**src/sv/nsm_pkg.sv**
```systemverilog
package nsm_pkg;

  // Token buffer geometry
  localparam int unsigned MAX_TOKEN = 32;
  localparam int unsigned LEN_W     = $clog2(MAX_TOKEN + 1);
  localparam int unsigned IDX_W     = $clog2(MAX_TOKEN);

  // Character codes
  localparam logic [7:0] CHAR_SPACE   = 8'd32;
  localparam logic [7:0] CHAR_NL      = 8'd10;
  localparam logic [7:0] CHAR_QUEST   = 8'd63;
  localparam logic [7:0] CHAR_COMMA   = 8'd44;
  localparam logic [7:0] CHAR_STOP    = 8'd46;
  localparam logic [7:0] CHAR_SEMI    = 8'd59;
  localparam logic [7:0] CHAR_COLON   = 8'd58;
  localparam logic [7:0] CHAR_EXCL    = 8'd33;
  localparam logic [7:0] CHAR_N_LOW   = 8'd110;
  localparam logic [7:0] CHAR_APOS    = 8'd39;
  localparam logic [7:0] CHAR_T_LOW   = 8'd116;

  // "NEG_" prefix, emitted first character first
  localparam int unsigned PREFIX_LEN = 4;
  localparam logic [PREFIX_LEN*8-1:0] PREFIX_STR = "NEG_";

  // Fixed negation words, right-justified strings with their lengths
  localparam int unsigned NEG_WORD_COUNT = 21;
  localparam int unsigned WORD_MAX       = 8;
  localparam logic [WORD_MAX*8-1:0] NEG_WORD [NEG_WORD_COUNT] = '{
    "never", "no", "nothing", "nowhere", "noone", "none", "not",
    "havent", "hasnt", "hadnt", "cant", "couldnt", "shouldnt", "wont",
    "wouldnt", "dont", "doesnt", "didnt", "isnt", "arent", "aint"
  };
  localparam logic [3:0] NEG_WORD_LEN [NEG_WORD_COUNT] = '{
    4'd5, 4'd2, 4'd7, 4'd7, 4'd5, 4'd4, 4'd3,
    4'd6, 4'd5, 4'd5, 4'd4, 4'd7, 4'd8, 4'd4,
    4'd7, 4'd4, 4'd6, 4'd5, 4'd4, 4'd5, 4'd4
  };

  // Request and result payloads
  typedef struct packed {
    logic [7:0] text_byte;
    logic       flush;
  } nsm_in_t;

  typedef struct packed {
    logic [7:0] out_byte;
    logic       last_of_run;
    logic       token_truncated;
  } nsm_out_t;

  // Sequencer to word scanner
  typedef struct packed {
    logic start;
    logic step;
  } nsm_scan_t;

  // Word scanner to sequencer
  typedef struct packed {
    logic word_hit;
    logic last_mark;
  } nsm_hit_t;

  // Sentence punctuation that closes a negation scope
  function automatic logic is_mark(logic [7:0] c);
    return (c == CHAR_QUEST) || (c == CHAR_COMMA) || (c == CHAR_STOP) ||
           (c == CHAR_SEMI)  || (c == CHAR_COLON) || (c == CHAR_EXCL);
  endfunction

  // Character i of negation word w (valid for i below the word length)
  function automatic logic [7:0] word_char(int unsigned w, logic [2:0] i);
    logic [3:0] pos;
    pos = NEG_WORD_LEN[w] - 4'd1 - {1'b0, i};
    return NEG_WORD[w][{pos[2:0], 3'b000} +: 8];
  endfunction

  // Character i of the prefix
  function automatic logic [7:0] prefix_char(logic [1:0] i);
    logic [1:0] pos;
    pos = 2'(PREFIX_LEN - 1) - i;
    return PREFIX_STR[{pos, 3'b000} +: 8];
  endfunction

endpackage

```
**src/sv/nsm_word_match.sv**
```systemverilog
module nsm_word_match import nsm_pkg::*; (
  input  logic             clk_i,
  input  logic             rst_ni,
  input  nsm_scan_t        scan_i,
  input  logic [7:0]       byte_i,
  input  logic [LEN_W-1:0] ptr_i,
  input  logic [LEN_W-1:0] len_i,
  output nsm_hit_t         hit_o
);

  logic [NEG_WORD_COUNT-1:0] match_q, match_d;
  logic [23:0]               tail_q;
  logic [NEG_WORD_COUNT-1:0] len_eq;
  logic                      nt_hit;

  // Per-word compare of the byte at the current position
  always_comb begin
    match_d = match_q;
    if (scan_i.start) begin
      match_d = '1;
    end else if (scan_i.step) begin
      for (int unsigned w = 0; w < NEG_WORD_COUNT; w++) begin
        if (!(ptr_i < LEN_W'(NEG_WORD_LEN[w]) && byte_i == word_char(w, ptr_i[2:0]))) begin
          match_d[w] = 1'b0;
        end
      end
    end
  end

  // Match vector and last three bytes seen
  always_ff @(posedge clk_i or negedge rst_ni) begin
    if (!rst_ni) begin
      match_q <= '0;
    end else begin
      match_q <= match_d;
    end
  end

  always_ff @(posedge clk_i) begin
    if (scan_i.step) begin
      tail_q <= {tail_q[15:0], byte_i};
    end
  end

  // Whole-word match needs equal length
  always_comb begin
    for (int unsigned w = 0; w < NEG_WORD_COUNT; w++) begin
      len_eq[w] = (len_i == LEN_W'(NEG_WORD_LEN[w]));
    end
  end

  assign nt_hit = (len_i >= LEN_W'(3)) && (tail_q[23:16] == CHAR_N_LOW) &&
                  (tail_q[15:8] == CHAR_APOS) && (tail_q[7:0] == CHAR_T_LOW);

  assign hit_o.word_hit  = nt_hit || (|(match_q & len_eq));
  assign hit_o.last_mark = is_mark(tail_q[7:0]);

endmodule

```
**src/sv/negation_scope_token_marker.sv**
```systemverilog
// Negation scope marker: takes one text byte per request and emits the marked
// text one byte per result. Token bytes, spaces that end no token and flushes of
// an empty token are taken without a stall and give no result. A request that
// ends a token (space, newline or flush) holds the input while the block emits
// the NEG_ prefix when negated, the stored bytes and the closing space or newline:
// the single read port of the token buffer gives each registered byte in S_READ
// before S_EMIT passes it on, and the result register takes one byte per
// cycle when it is not stalled. A result waiting in the output register does not
// hold back token bytes. Bytes past MAX_TOKEN are dropped and flagged.
module negation_scope_token_marker import nsm_pkg::*; (
  input  logic     clk_i,
  input  logic     rst_ni,
  input  logic     in_valid_i,
  output logic     in_stall_o,
  input  nsm_in_t  in_req_i,
  output logic     out_valid_o,
  input  logic     out_stall_i,
  output nsm_out_t out_rsp_o
);

  typedef enum logic [2:0] {
    S_IDLE,
    S_PREFIX,
    S_READ,
    S_EMIT,
    S_TAIL
  } state_e;

  state_e           state_q;
  logic [LEN_W-1:0] len_q;
  logic [LEN_W-1:0] ptr_q;
  logic [1:0]       pcnt_q;
  logic             neg_q;
  logic             ovf_q;
  logic             line_q;
  logic             flush_q;
  logic [7:0]       first_q;
  logic             out_valid_q;
  nsm_out_t         out_q;

  logic [7:0]       mem_q [MAX_TOKEN];
  logic [7:0]       rdata_q;

  logic             accept;
  logic             slot_free;
  logic             out_load;
  logic             is_data;
  logic             fin_go;
  logic             fin_line;
  logic             neg_eff;
  logic             mem_we;
  nsm_scan_t        scan;
  nsm_hit_t         hit;

  assign in_stall_o  = (state_q != S_IDLE);
  assign accept      = in_valid_i && !in_stall_o;
  assign slot_free   = !out_valid_q || !out_stall_i;
  assign out_load    = slot_free && (state_q inside {S_PREFIX, S_EMIT, S_TAIL});
  assign out_valid_o = out_valid_q;
  assign out_rsp_o   = out_q;

  // Decode of an accepted request
  always_comb begin
    is_data  = !in_req_i.flush && (in_req_i.text_byte != CHAR_SPACE) &&
               (in_req_i.text_byte != CHAR_NL);
    fin_line = !in_req_i.flush && (in_req_i.text_byte == CHAR_NL);
    fin_go   = accept && (fin_line || (!is_data && len_q != '0));
    // a lone punctuation token not ended by a newline drops negation before it is printed
    neg_eff  = neg_q && !(!fin_line && len_q == LEN_W'(1) && is_mark(first_q));
    mem_we   = accept && is_data && (len_q < LEN_W'(MAX_TOKEN));
  end

  assign scan.start = fin_go;
  assign scan.step  = (state_q == S_EMIT) && slot_free;

  // Token buffer: one write port, one registered read port
  always_ff @(posedge clk_i) begin
    if (mem_we) begin
      mem_q[len_q[IDX_W-1:0]] <= in_req_i.text_byte;
    end
    rdata_q <= mem_q[ptr_q[IDX_W-1:0]];
  end

  nsm_word_match u_match (
    .clk_i  (clk_i),
    .rst_ni (rst_ni),
    .scan_i (scan),
    .byte_i (rdata_q),
    .ptr_i  (ptr_q),
    .len_i  (len_q),
    .hit_o  (hit)
  );

  // Sequencer and result register
  always_ff @(posedge clk_i or negedge rst_ni) begin
    if (!rst_ni) begin
      state_q     <= S_IDLE;
      len_q       <= '0;
      ptr_q       <= '0;
      pcnt_q      <= '0;
      neg_q       <= 1'b0;
      ovf_q       <= 1'b0;
      line_q      <= 1'b0;
      flush_q     <= 1'b0;
      out_valid_q <= 1'b0;
    end else begin
      // result register: take a new byte or drop the accepted one
      if (out_load) begin
        out_valid_q <= 1'b1;
      end else if (out_valid_q && !out_stall_i) begin
        out_valid_q <= 1'b0;
      end
      case (state_q)
        S_IDLE: begin
          if (fin_go) begin
            line_q  <= fin_line;
            flush_q <= in_req_i.flush;
            neg_q   <= neg_eff;
            ptr_q   <= '0;
            pcnt_q  <= '0;
            if (neg_eff) begin
              state_q <= S_PREFIX;
            end else if (len_q != '0) begin
              state_q <= S_READ;
            end else begin
              state_q <= S_TAIL;
            end
          end else if (accept && in_req_i.flush) begin
            neg_q <= 1'b0;
            ovf_q <= 1'b0;
            len_q <= '0;
          end else if (mem_we) begin
            if (len_q == '0) begin
              first_q <= in_req_i.text_byte;
            end
            len_q <= len_q + LEN_W'(1);
          end else if (accept && is_data) begin
            ovf_q <= 1'b1;
          end
        end
        S_PREFIX: begin
          if (slot_free) begin
            out_q.out_byte        <= prefix_char(pcnt_q);
            out_q.last_of_run     <= 1'b0;
            out_q.token_truncated <= ovf_q;
            pcnt_q                <= pcnt_q + 2'd1;
            if (pcnt_q == 2'(PREFIX_LEN - 1)) begin
              state_q <= (len_q != '0) ? S_READ : S_TAIL;
            end
          end
        end
        S_READ: begin
          state_q <= S_EMIT;
        end
        S_EMIT: begin
          if (slot_free) begin
            out_q.out_byte        <= rdata_q;
            out_q.last_of_run     <= 1'b0;
            out_q.token_truncated <= ovf_q;
            ptr_q                 <= ptr_q + LEN_W'(1);
            state_q <= (ptr_q + LEN_W'(1) == len_q) ? S_TAIL : S_READ;
          end
        end
        S_TAIL: begin
          if (slot_free) begin
            out_q.out_byte        <= line_q ? CHAR_NL : CHAR_SPACE;
            out_q.last_of_run     <= 1'b1;
            out_q.token_truncated <= ovf_q;
            // scope update from the finished token
            if (line_q || flush_q) begin
              neg_q <= 1'b0;
            end else if (!neg_q) begin
              neg_q <= hit.word_hit;
            end else if (hit.last_mark) begin
              neg_q <= 1'b0;
            end
            len_q   <= '0;
            ovf_q   <= 1'b0;
            state_q <= S_IDLE;
          end
        end
        default: begin
          state_q <= S_IDLE;
        end
      endcase
    end
  end

  // Checks
  a_len_bound: assert property (@(posedge clk_i) disable iff (!rst_ni)
    len_q <= LEN_W'(MAX_TOKEN))
    else $error("token length beyond buffer size");

  a_ptr_in_token: assert property (@(posedge clk_i) disable iff (!rst_ni)
    (state_q == S_READ || state_q == S_EMIT) |-> (ptr_q < len_q))
    else $error("buffer read past the stored token");

  a_tail_clears: assert property (@(posedge clk_i) disable iff (!rst_ni)
    (state_q == S_TAIL && slot_free) |=> (state_q == S_IDLE && len_q == '0 && !ovf_q))
    else $error("token state not cleared after the closing byte");

  a_flush_ends_scope: assert property (@(posedge clk_i) disable iff (!rst_ni)
    (state_q == S_TAIL && slot_free && flush_q) |=> !neg_q)
    else $error("negation still active after end of input");

endmodule

```
**config.mk**
```make
export PLATFORM = sky130hd
export DESIGN_NAME = negation_scope_token_marker
export DESIGN_NICKNAME = d
export VERILOG_FILES = /design/src/sv/nsm_pkg.sv /design/src/sv/nsm_word_match.sv /design/src/sv/negation_scope_token_marker.sv
export SDC_FILE = /design/constraint.sdc
export NUM_CORES = 1
export LEC_CHECK = 0
export BUFFER_PORTS_ARGS = -buffer_cell sky130_fd_sc_hd__buf_2
export CORE_AREA = 2 2 303 185
export DETAILED_ROUTE_END_ITERATION = 7
export DIE_AREA = 0 0 305 187
export SYNTH_ARGS = -nofsm -noshare
export SYNTH_HDL_FRONTEND = slang
export SYNTH_HIERARCHICAL = 1
export SYNTH_SLANG_ARGS = --single-unit
```
**constraint.sdc**
```tcl
create_clock -name clk_i -period 4.55 [get_ports clk_i]
set_input_delay 0.2275 -clock clk_i [delete_from_list [all_inputs] [get_ports clk_i]]
set_output_delay 0.2275 -clock clk_i [all_outputs]
set_load 0.02 [all_outputs]
```
# Word level (Yosys, flattened, before mapping)
# Memory sizes are Yosys's and may differ from the RTL's. A register that Yosys moved wholly into a read port is not among the register bits.
# Index checks and enable logic that the tools add are counted.
# totals
regBits	85
ram_bits	256
inputBits	13
memories	1
# classes
addsub	11
n_lt_le_gt_ge	9
n_eq_ne	84
shifts	22
mux	65
bitwise	3
reduce_logical	101
# mem_list
name	depth	width	rd	rd_clocked_by_memory_dff	write_ports	line_no	rtl
mem_q	32	8	1	1	1	negation_scope_token_marker.sv:41	logic [7:0] mem_q [MAX_TOKEN];
# op_table
cell	n
indexed part select 64 x 7 -> 8 bit (first input constant)	21
== test 8 bit	21
== test 8 x 6 -> 1 bit (second input constant)	13
inequality test 2 bit (second input constant)	26
AND reduction 2 bit	22
two-way mux 21 bit	2
two-way mux 6 bit	7
logical AND 1 bit	39
two-way mux 1 bit	36
indexed part select 32 x 6 -> 8 bit (first input constant)	1
two-way mux 10 bit	3
one-hot mux 10 bit (3 select lines)	1
== test 6 x 3 -> 1 bit (second input constant)	4
less-than comparator 6 x 3 -> 1 bit (second input constant)	4
two-way mux 3 bit	8
one-hot mux 6 bit (2 select lines)	2
bitwise AND 21 bit	1
OR reduction 21 bit	1
== test 8 x 7 -> 1 bit (second input constant)	2
one-hot mux 3 bit (5 select lines)	1
AND reduction 5 bit	3
logical OR 1 bit	14
adder 6 x 1 -> 6 bit (second input constant)	2
== test 6 x 2 -> 1 bit (second input constant)	2
34 further kinds	59

# Depth between registers and ports, before layout
# Gate-level depths: netlist of the first run.
# depth
word_depth	12
depth_mapped	10
ltp_nobuf	10

# Cells and area by module
# Netlist of the first run, hierarchy kept.
# by_module_without_submodules
module	instances	cells_per_inst	area_per_inst_um2	seq_area_each_um2
negation_scope_token_marker	1	645	12296.8	8938.6
nsm_word_match	1	445	3814.9	1246.2

# Worst setup path before layout of the first run
# OpenSTA, ideal clock, no wires.
# synth_timing
kind	register -> register
from	register ptr_q[0]
to	register u_match.match_q[0]
arrival_time_ns	2.820
t_required_ns	4.440
setup_slack_ns	1.619
stages_incl_launch_ff	9
path_buffers	1
period_less_slack_ns	2.931
path_cell_list	dfrtp_1 > buf_1 > inv_1 > ha_1 > ha_1 > or4_1 > a211oi_1 > nand2_1 > o41ai_1
# synth_between
elab_chain_cells	6
elab_cells_between_ends	7
classes_between	1 x add/sub; 1 x order compare; 2 x eq/ne; 1 x shift; 2 x reduce/logical
# synth_rtl
element	line_no	rtl
from (decl)	negation_scope_token_marker.sv:31	logic [LEN_W-1:0] ptr_q;
from (signal assigned)	negation_scope_token_marker.sv:160	ptr_q <= ptr_q + LEN_W'(1);
subtractor 3 bit	nsm_pkg.sv:72	pos = NEG_WORD_LEN[w] - 4'd1 - {1'b0, i};
indexed part select 64 x 7 -> 8 bit	nsm_pkg.sv:73	return NEG_WORD[w][{pos[2:0], 3'b000} +: 8];
== test 8 bit	nsm_word_match.sv:23	if (!(ptr_i < LEN_W'(NEG_WORD_LEN[w]) && byte_i == word_char(w, ptr_i[2:0]))) begin
logical AND 1 bit *	nsm_word_match.sv:23	
inequality test 2 bit (no source line) *	-	
AND reduction 2 bit (no source line) *	-	
to (signal assigned)	nsm_word_match.sv:35	match_q <= match_d;
to (decl)	nsm_word_match.sv:11	logic [NEG_WORD_COUNT-1:0] match_q, match_d;
# Mark *: on every way between the ends. The rest lies on a longest branch, timed or not.
# A chain may end at the register's enable or synchronous reset.

# Worst setup path in the final report of the first run
# layout_timing
from	register state_q[0]
to	memory mem_q[2][1] (enable)
# layout_between
elab_chain_cells	7
# layout_rtl
element	line_no	rtl
from (decl)	negation_scope_token_marker.sv:29	state_e state_q;
from (signal assigned)	negation_scope_token_marker.sv:148	state_q <= (len_q != '0) ? S_READ : S_TAIL;
from (signal assigned)	negation_scope_token_marker.sv:161	state_q <= (ptr_q + LEN_W'(1) == len_q) ? S_TAIL : S_READ;
nonzero test 3 bit	negation_scope_token_marker.sv:55	assign in_stall_o = (state_q != S_IDLE);
zero test 1 bit	negation_scope_token_marker.sv:56	assign accept = in_valid_i && !in_stall_o;
logical AND 1 bit	negation_scope_token_marker.sv:56	
logical AND 1 bit (2 in a row)	negation_scope_token_marker.sv:70	mem_we = accept && is_data && (len_q < LEN_W'(MAX_TOKEN));
two-way mux 1 bit	negation_scope_token_marker.sv:78	if (mem_we) begin
two-way mux 1 bit (implied by the code)	negation_scope_token_marker.sv:79	mem_q[len_q[IDX_W-1:0]] <= in_req_i.text_byte;
to (decl)	negation_scope_token_marker.sv:41	
# No other way between the ends.

==> results of run 1 <==
[cells in the mapped netlist (9+ instances only)]
cell,instances
edfxtp_1,298
mux4_2,80
nor2_1,79
nand2_1,50
clkbuf_1,47
a21oi_1,43
dfrtp_1,43
o21ai_0,39
xnor2_1,29
nand3_1,27
inv_1,26
ha_1,23
xor2_1,20
nor3_1,19
mux2i_1,13
nand2b_1,13
nand4_1,12
o22ai_1,12
a31oi_1,11
buf_1,11
mux2_2,10
nor2b_1,9
or3_1,9
[sequential cells by signal, indices dropped and copies added (netlist names)]
name and flops:
u_match/match_q 21, ovf_q 1, flush_q 1, ptr_q 6
mem_q 256, u_match/tail_q 24, out_valid_o 1, neg_q 1
rdata_q 8, state_q 3, first_q 8, len_q 6
out_rsp_o 10, pcnt_q 2, line_q 1
[area by class of cell]
type | count | share of cell area, %
Inverter | 31 | 0.652
Sequential cell | 349 | 55.9
Clock inverter | 17 | 0.954
Antenna cell | 1 | 0.0137
Clock buffer | 46 | 5.03
Multi-Input combinational cell | 639 | 30.1
Timing Repair Buffer | 65 | 2.36
Tap cell | 724 | 4.97
[worst max-delay path by stage]
stage / startpoint / end / slack (ns) / depth (start not counted)
3_3_place_gp: in_req_i[6] / mem_q[27][2] / 1.16 / 6
2_1_floorplan: ptr_q[0] / u_match/match_q[0] / 1.62 / 8
3_5_place_dp: in_req_i[6] / mem_q[27][6] / 1.03 / 6
5_1_grt: state_q[0] / mem_q[2][0] / 0.95 / 5
4_1_cts: state_q[0] / mem_q[27][5] / 1.20 / 5
6_report: state_q[0] / mem_q[2][1] / 1.20 / 5
[power by group]
part | internal (uW) | switching (uW)
registers | 3720 | 394
clock network | 1550 | 1240
logic | 966 | 1340
total | 6240 | 2980
[cells by family after synthesis]
family	count (synthesis)	share of synthesized area, %
muxes	103	12.7
buffers and inverters	102	2.66
DFF	349	63.2
adders and majority gates	23	1.79
AOI/OAI and AO/OA	185	7.88
and+or+nand+nor	279	9.10
xor gates and xnor gates	49	2.66
[through the flow]
step	utilization (%)	hold slack, ns	setup WS (ns)	cells	power, uW
2_1_floorplan	-	-0.0681	1.62	1090	5670
3_3_place_gp	31.3	0.213	1.16	1807	6410
3_5_place_dp	31.3	0.208	1.03	1807	6440
4_1_cts	33.3	0.0586	1.20	1871	9230
5_1_grt	33.3	0.0844	0.953	1871	9630
6_report	33.3	0.0764	1.20	1872	9220
[worst max-delay path, delay by kind of cell, from the launching register on]
| kind | cells | cell delay [ns] |
|---|---|---|
| compound gates | 1 | 0.60 |
| simple gates | 4 | 1.81 |
| flops | 1 | 0.55 |
[layer usage]
metal	vias to the layer above	GRT usage (%)	part of all wire [%]
met2	476	18.9	39
met4	2	3.71	1.8
met5	-	0	0.017
met1	5177	24.1	50
li1	4327	-	-
met3	58	3.61	9.9
==> out/qor.yml, run 1 <==
power_and_ir_drop:
  leakagePower_uw: 0.00575
  powerDensity_mw_per_mm2: 506
  ir_worst_vdd_v: 0.000324
die:
  dieArea_mm2: 0.0570
  start_util_pct: 29.4
  core_mm2: 0.0547
  die_w_um: 305
  die_h_um: 187
  num_rows: 67
  ios: 25
timing:
  tns_ns: 0
  finalClockSkew_ns: 0.0317
  rsz0062_at_grt: "no"
  hold_violations: 0
  fin_crit_sh_pct: 73.6
  slew_violations: 0
  tightest_slew_ns: 1.09
  fmax_ghz: 0.299
  finalSetupViolCount: 0
  post-route-min-period_ns: 3.35
  relSlewSlack_pct: 27.3
drt:
  firstDrtPassIters: 7
  drc: 0
  wl_per_cell_um: 22.6
  drtAntennaViolNets: 0
  vias_per_cell: 5.36
  vias: 10000
  drtIter0Drc: 1611
  routed_wl_mm: 42.3
synthesis:
  yosysSeqAreaShare_pct: 63.2
  ys_async_sr_fraction_pct: 12.3
  synth_top_area_cell: "edfxtp_1"
  syn_nets: 1126
  synth_ff_type: "edfxtp_1"
  synth-seq-cells: 349
  synth_top_cell_area_share_pct: 55.5
  synth_area_per_cell_um2: 14.8
  synth_area_leaders: "edfxtp_1, mux4_2, dfrtp_1, nor2_1, ha_1"
  synthCells: 1090
  synth.distinct_cells: 81
  synth_enable_flop_cells: 298
  yosys_warnings: 6
  syn_area_mm2: 0.0161
final_layout:
  mostFrequentLayoutCell: "edfxtp_1"
  multiInputGateArea_mm2: 0.00550
  drive_above_1_share_pct: 20.0
  design_area_mm2: 0.0182
  nets: 1157
  area_delta_synth_final_pct: 13.2
  nFillCells: 5243
  register_area_mm2: 0.0102
  final_cell_mix: "edfxtp_1, mux4_2, nor2_1"
worst_hold_path:
  min_path_cells: 1
  min_from: "in_req_i[2]"
  whs_endpoint: "mem_q[13][1]"
  hold_path.class: "input port to flop"
critical_path:
  cp_common_cell: "nor2_1"
  r2r-end: "mem_q[2][1]"
  required_ns: 4.71
  end_kind: "flop"
  path_cells: "nor2_1, nand3_1, a2111oi_4, nand2_1, nor2_1"
  cp_slowest_cell: "nor2_1"
  cp-start-kind: "flop"
  reg2reg_slack_ns: 1.20
  cp.arrival_ns: 3.51
  timing.rr.start: "state_q[0]"
  worst-path-max-fanout: 16
  cp_slowest_stage_delay_ns: 0.79
  crit_type: "flop to flop"
  r2r_cells: 5
cts:
  cts_made_buffers: 35
  post-cts-setup-buffers: 0
  cts_tree: "done"
  cts_hold_buf: 1
  cts-root-buf: "clkbuf_16"
  clkTransAtPathRegs_ns: 0.06
  clock_sinks: 349
  ctsLongestPathBuffers: 3
  ctsResizeCount: 0
  clk_latency_ns: 0.56
  cts.htree.levels: 2
place:
  numPortBuffers: 24
  globalplace.congestion: 0.863
  place_area_mm2: 0.0171
  place_hpwl_mm: 28.0
grt:
  track_usage_pct: 14.7
  grt_pass1_wl_mm: 63.3
  antenna_found_initial: 2
  grt_start_max_net_pins: 69
  globalRouteOverflowTotal: 0
  grt_pass1_vias: 9579
run_status:
  status: "completed"
run:
  maxCapViolCount: 0
Power figures use the tool's default switching activity.
==> run 2, diff against run 1 <==
==> constraint.sdc (replaced) <==
create_clock -name clk_i -period 2.84 [get_ports clk_i]
set_input_delay 0.142 -clock clk_i [delete_from_list [all_inputs] [get_ports clk_i]]
set_output_delay 0.142 -clock clk_i [all_outputs]
set_load 0.02 [all_outputs]
==> run 2 against run 1 <==
Net effect: via count increased by 0.69%; design area increased by 2.5%; clock skew decreased by 0.0062 ns; utilization increased by 0.83 points; global-route usage increased by 0.34 points; power increased by 65%; routed wire length increased by 1.8%; largest cell class unchanged.
==> out/qor.yml, run 2 (synthesized netlist as in run 1, its figures left out) <==
critical_path:
  cp_slowest_cell: "nor2_1"
  cp_common_cell: "nand2_1"
  path_cells: "dlygate4sd3_1, buf_2, or3b_2, nand2_1, a2111oi_4, nand2_1, nor2_1"
  cp-start-kind: "input port"
  timing.rr.start: "state_q[1]"
  cp_slowest_stage_delay_ns: 0.76
  crit_buf_inv: 2
  r2r_cells: 5
  crit_family: "simple AND/OR/NAND/NOR gates"
  r2r-end: "mem_q[8][4]"
  end_kind: "flop"
  cp.arrival_ns: 2.83
  crit_type: "input port to flop"
  reg2reg_slack_ns: 0.17
  required_ns: 2.99
  worst-path-max-fanout: 8
timing:
  finalSetupViolCount: 0
  slew_violations: 0
  fin_crit_sh_pct: 94.1
  finalClockSkew_ns: 0.0255
  rsz0062_at_grt: "yes"
  post-route-min-period_ns: 2.67
  relSlewSlack_pct: 34.8
  hold_violations: 0
  tightest_slew_ns: 0.976
  holdWs_ns: 0.0437
  fmax_ghz: 0.374
place:
  numPortBuffers: 24
  place_hpwl_mm: 29.3
  place_area_mm2: 0.0175
  globalplace.congestion: 0.874
power_and_ir_drop:
  powerDensity_mw_per_mm2: 813
  combPwrFrac_pct: 26.9
  seq_power_share_pct: 42.1
  total_power_uw: 15200
  clkPwrFrac_pct: 31.0
  switchingPower_uw: 4830
  p_int_uw: 10400
  leakagePower_uw: 0.00599
  ir_worst_vdd_v: 0.000446
  p_sw_share_pct: 31.8
die:
  dieArea_mm2: 0.0570
  core_mm2: 0.0547
  num_rows: 67
  start_util_pct: 29.4
  ios: 25
  die_h_um: 187
  die_w_um: 305
worst_hold_path:
  whs_endpoint: "flush_q"
  min_path_cells: 3
  min_from: "in_valid_i"
  hold_path.class: "input port to flop"
cts:
  cts_tree: "done"
  clk_latency_ns: 0.55
  cts.htree.levels: 2
  cts-root-buf: "clkbuf_16"
  post-cts-setup-buffers: 0
  cts_made_buffers: 36
  clkTransAtPathRegs_ns: 0.06
  clock_sinks: 349
  ctsLongestPathBuffers: 3
final_layout:
  design_area_mm2: 0.0187
  drive_above_1_share_pct: 23.9
  largest_reg_flops: 256
  area_delta_synth_final_pct: 16.0
  nets: 1193
  mostFrequentLayoutCell: "edfxtp_1"
  final_cell_mix: "edfxtp_1, mux4_2, nor2_1"
  nFillCells: 5248
  n_antenna_cell: 0
drt:
  drc: 0
  drtAntennaViolNets: 0
  wl_per_cell_um: 22.5
  routed_wl_mm: 43.0
  vias_per_cell: 5.30
  drtIter0Drc: 1218
  vias: 10100
  firstDrtPassIters: 5
grt:
  antenna_found_initial: 1
  grt_pass1_vias: 9870
  globalRouteOverflowTotal: 0
  grt_pass1_wl_mm: 65.3
  track_usage_pct: 15.1
  grt_start_max_net_pins: 54
run_status:
  status: "completed"
run:
  maxCapViolCount: 0
-- run 2: worst min-delay path, delay by kind of cell --
| family | cells | cell delay (ns) |
|---|---|---|
| simple gates | 1 | 0.17 |
| buf+inv | 1 | 0.13 |
| compound gates | 1 | 0.10 |
-- run 2: layout make-up --
class | count | area, um2 | share of cell area [%]
Sequential cell | 349 | 10200 | 54.5
Inverter | 31 | 119 | 0.636
Multi-Input combinational cell | 639 | 5540 | 29.6
Clock buffer | 47 | 952 | 5.09
Timing Repair Buffer | 100 | 776 | 4.15
Clock inverter | 19 | 213 | 1.14
Tap cell | 724 | 906 | 4.85
-- run 2: metrics by stage --
step	std cells	setup TNS (ns)	util, %	setup WS (ns)
after global placement	1839	0	31.9	0.186
after global routing	1909	-0.000562	34.1	-0.000245
after CTS	1909	0	34.1	0.0930
after detailed placement	1839	0	31.9	0.131
final	1909	0	34.1	0.167
after floorplan	1090	0	-	0.0393
-- run 2: layer usage --
metal	global-route usage (%)	part of all wire [%]
met1	24.8	51
met2	19.2	39
met3	3.92	9.4
met4	3.12	1.5
met5	0	0
-- run 2: how the worst max path moves through the flow --
stage | depth (start not counted) | to | startpoint | slack [ns]
finish | 7 | mem_q[8][4] | in_req_i[4] | 0.17
global route | 5 | mem_q[8][4] | state_q[1] | -0.0002
CTS | 8 | mem_q[6][4] | in_req_i[4] | 0.09
detailed placement | 6 | mem_q[6][3] | state_q[1] | 0.13
global placement | 6 | mem_q[6][6] | state_q[1] | 0.19
floorplan | 9 | u_match/match_q[19] | state_q[2] | 0.04
-- run 2: timing repair --
item / CTS / global route
setup endpoints to repair: 0 / 75
hold buffers: 4 / 0
gates resized for setup: 0 / 15
hold endpoints to repair: 46 / 0
-- run 2: power groups by stage --
stage               logic [uW]  registers (uW)  clock network, uW
finish                    4090            6400               4710
global route              4430            6440               5010
CTS                       4020            6380               4790
detailed placement        4000            6480                  0
global placement          3960            6480                  0
floorplan                 2780            6310                  0
==> run 3, diff against run 2 <==
--- a/config.mk
+++ b/config.mk
@@ -6,9 +6,9 @@
 export NUM_CORES = 1
 export LEC_CHECK = 0
 export BUFFER_PORTS_ARGS = -buffer_cell sky130_fd_sc_hd__buf_2
-export CORE_AREA = 2 2 303 185
+export CORE_AREA = 4 4 305 187
 export DETAILED_ROUTE_END_ITERATION = 7
-export DIE_AREA = 0 0 305 187
+export DIE_AREA = 0 0 309 191
 export SYNTH_ARGS = -nofsm -noshare
 export SYNTH_HDL_FRONTEND = slang
 export SYNTH_HIERARCHICAL = 1
==> run 3 against run 2 <==
Net effect: power is 0.11% lower; maximum frequency shrank 1.3%; clock power fell by 1%; hold slack better by 0.00067 ns; non-clock buffer count is 5 lower; largest cell class unchanged.
==> out/qor.yml, run 3 (synthesized netlist as in run 1, its figures left out) <==
critical_path:
  cp-start-kind: "flop"
  cp_slowest_cell: "dfrtp_4"
  worst-path-max-fanout: 12
  end_kind: "flop"
  crit_type: "flop to flop"
  cp.arrival_ns: 3.13
  cp_slowest_stage_delay_ns: 0.50
  path_cells: "buf_4, ha_1, buf_4, ha_1, xnor2_1, a2111o_1, a211o_1, o41ai_2"
  required_ns: 3.26
final_layout:
  mostFrequentLayoutCell: "edfxtp_1"
  largest_reg_flops: 256
  drive_above_1_share_pct: 22.9
  stdcell_count: 1890
  n_antenna_cell: 0
  area_delta_synth_final_pct: 15.2
  nets: 1186
  design_area_mm2: 0.0186
  nFillCells: 5170
  final_cell_mix: "edfxtp_1, mux4_2, nor2_1"
timing:
  holdWs_ns: 0.0443
  tightest_slew_ns: 1.06
  rsz0062_at_grt: "yes"
  fmax_ghz: 0.369
  fin_crit_sh_pct: 95.4
  relSlewSlack_pct: 28.8
  slew_violations: 0
  tns_ns: 0
  post-route-min-period_ns: 2.71
  finalClockSkew_ns: 0.0210
  hold_violations: 0
  finalSetupViolCount: 0
grt:
  grt_pass1_vias: 9891
  track_usage_pct: 15.0
  globalRouteOverflowTotal: 0
  grt_start_max_net_pins: 47
  grt_pass1_wl_mm: 66.2
  antenna_found_initial: 4
die:
  num_rows: 66
  die_h_um: 191
  core_mm2: 0.0540
  dieArea_mm2: 0.0590
  die_w_um: 309
  start_util_pct: 29.8
  ios: 25
place:
  numPortBuffers: 24
  place_hpwl_mm: 30.1
  place_area_mm2: 0.0174
  post-place-cells: 1825
  globalplace.congestion: 0.878
cts:
  cts.htree.levels: 2
  ctsLongestPathBuffers: 3
  clkTransAtPathRegs_ns: 0.07
  cts_made_buffers: 34
  cts_tree: "done"
  clk_latency_ns: 0.53
  cts-root-buf: "clkbuf_16"
  post-cts-setup-buffers: 0
  clock_sinks: 349
drt:
  wl_met3_mm: 5.60
  routed_wl_mm: 43.7
  vias_per_cell: 5.38
  wl_met2_mm: 16.2
  met1_length_mm: 21.3
  drtIter0Drc: 1221
  drc: 0
  vias: 10200
  top_layer: "met5"
  drtAntennaViolNets: 0
  firstDrtPassIters: 5
  wl_per_cell_um: 23.1
power_and_ir_drop:
  ir_worst_vdd_v: 0.000519
  leakagePower_uw: 0.00593
  powerDensity_mw_per_mm2: 817
  total_power_uw: 15200
worst_hold_path:
  hold_path.class: "input port to flop"
run_status:
  status: "completed"
run:
  maxCapViolCount: 0
## run 3: cell types whose count changed in the layout (fill, tap and decap cells not counted), sizes merged
cell         before  now
clkinv           15   14
inv              31   29
clkinvlp          1    3
buf              96   92
dlygate4sd3       4    3
clkbuf           47   44
## run 3: worst paths after layout
kind,slack [ns],end,start,cells after the start
setup / recovery,0.13,u_match/match_q[11],ptr_q[0],8
hold / removal,0.04,ovf_q,in_req_i[0],4
setup reg to reg,0.13,u_match/match_q[11],ptr_q[0],8
hold reg to reg,0.45,u_match/tail_q[16],u_match/tail_q[8],0
max in group asynchronous,1.80,ptr_q[1],rst_ni,3
min in group asynchronous,0.14,flush_q,rst_ni,2
## run 3: metrics by stage
step / util (%) / setup slack (ns)
final: 34.4 / 0.131
after global routing: 34.4 / -0.0641
after CTS: 34.3 / 0.0994
after detailed placement: 32.2 / 0.123
after global placement: 32.2 / 0.0817
after floorplan: - / 0.0393
## run 3: where the power goes
group | internal, uW | switching, uW | leakage [uW]
sequential | 5960 | 424 | 0.00323
clock | 2680 | 1970 | 0.000547
combinational | 1680 | 2450 | 0.00215
total | 10300 | 4840 | 0.00593
## run 3: cell type report
cell class                      instances  area [um2]  area share (%)
Sequential cell                       349       10200            54.9
Multi-Input combinational cell        639        5520            29.8
Clock buffer                           44         962            5.18
Tap cell                              714         893            4.81
Timing Repair Buffer                   95         702            3.78
Clock inverter                         18         173           0.930
Inverter                               31         119           0.640
## run 3: metal layers
layer,up-vias,GRT usage [%]
met4,2,2.46
met5,-,0
li1,4394,-
met3,52,6.59
met1,5227,23.6
met2,484,18.7
## run 3: repair_timing
item	4_1_cts	5_1_grt
hold buffers	3	0
hold endpoints to repair	17	0
resized for setup	0	10
endpoints found under the setup margin	0	52
## run 3: worst max-delay path: cells and delay by family, from the launching register on
kind | cells | cell delay (ns)
AO/OA/AOI/OAI | 3 | 1.07
flip-flops | 1 | 0.50
buffers and inverters | 2 | 0.37
XOR/XNOR | 1 | 0.17
adder cells (fa/ha/maj) | 2 | 0.50
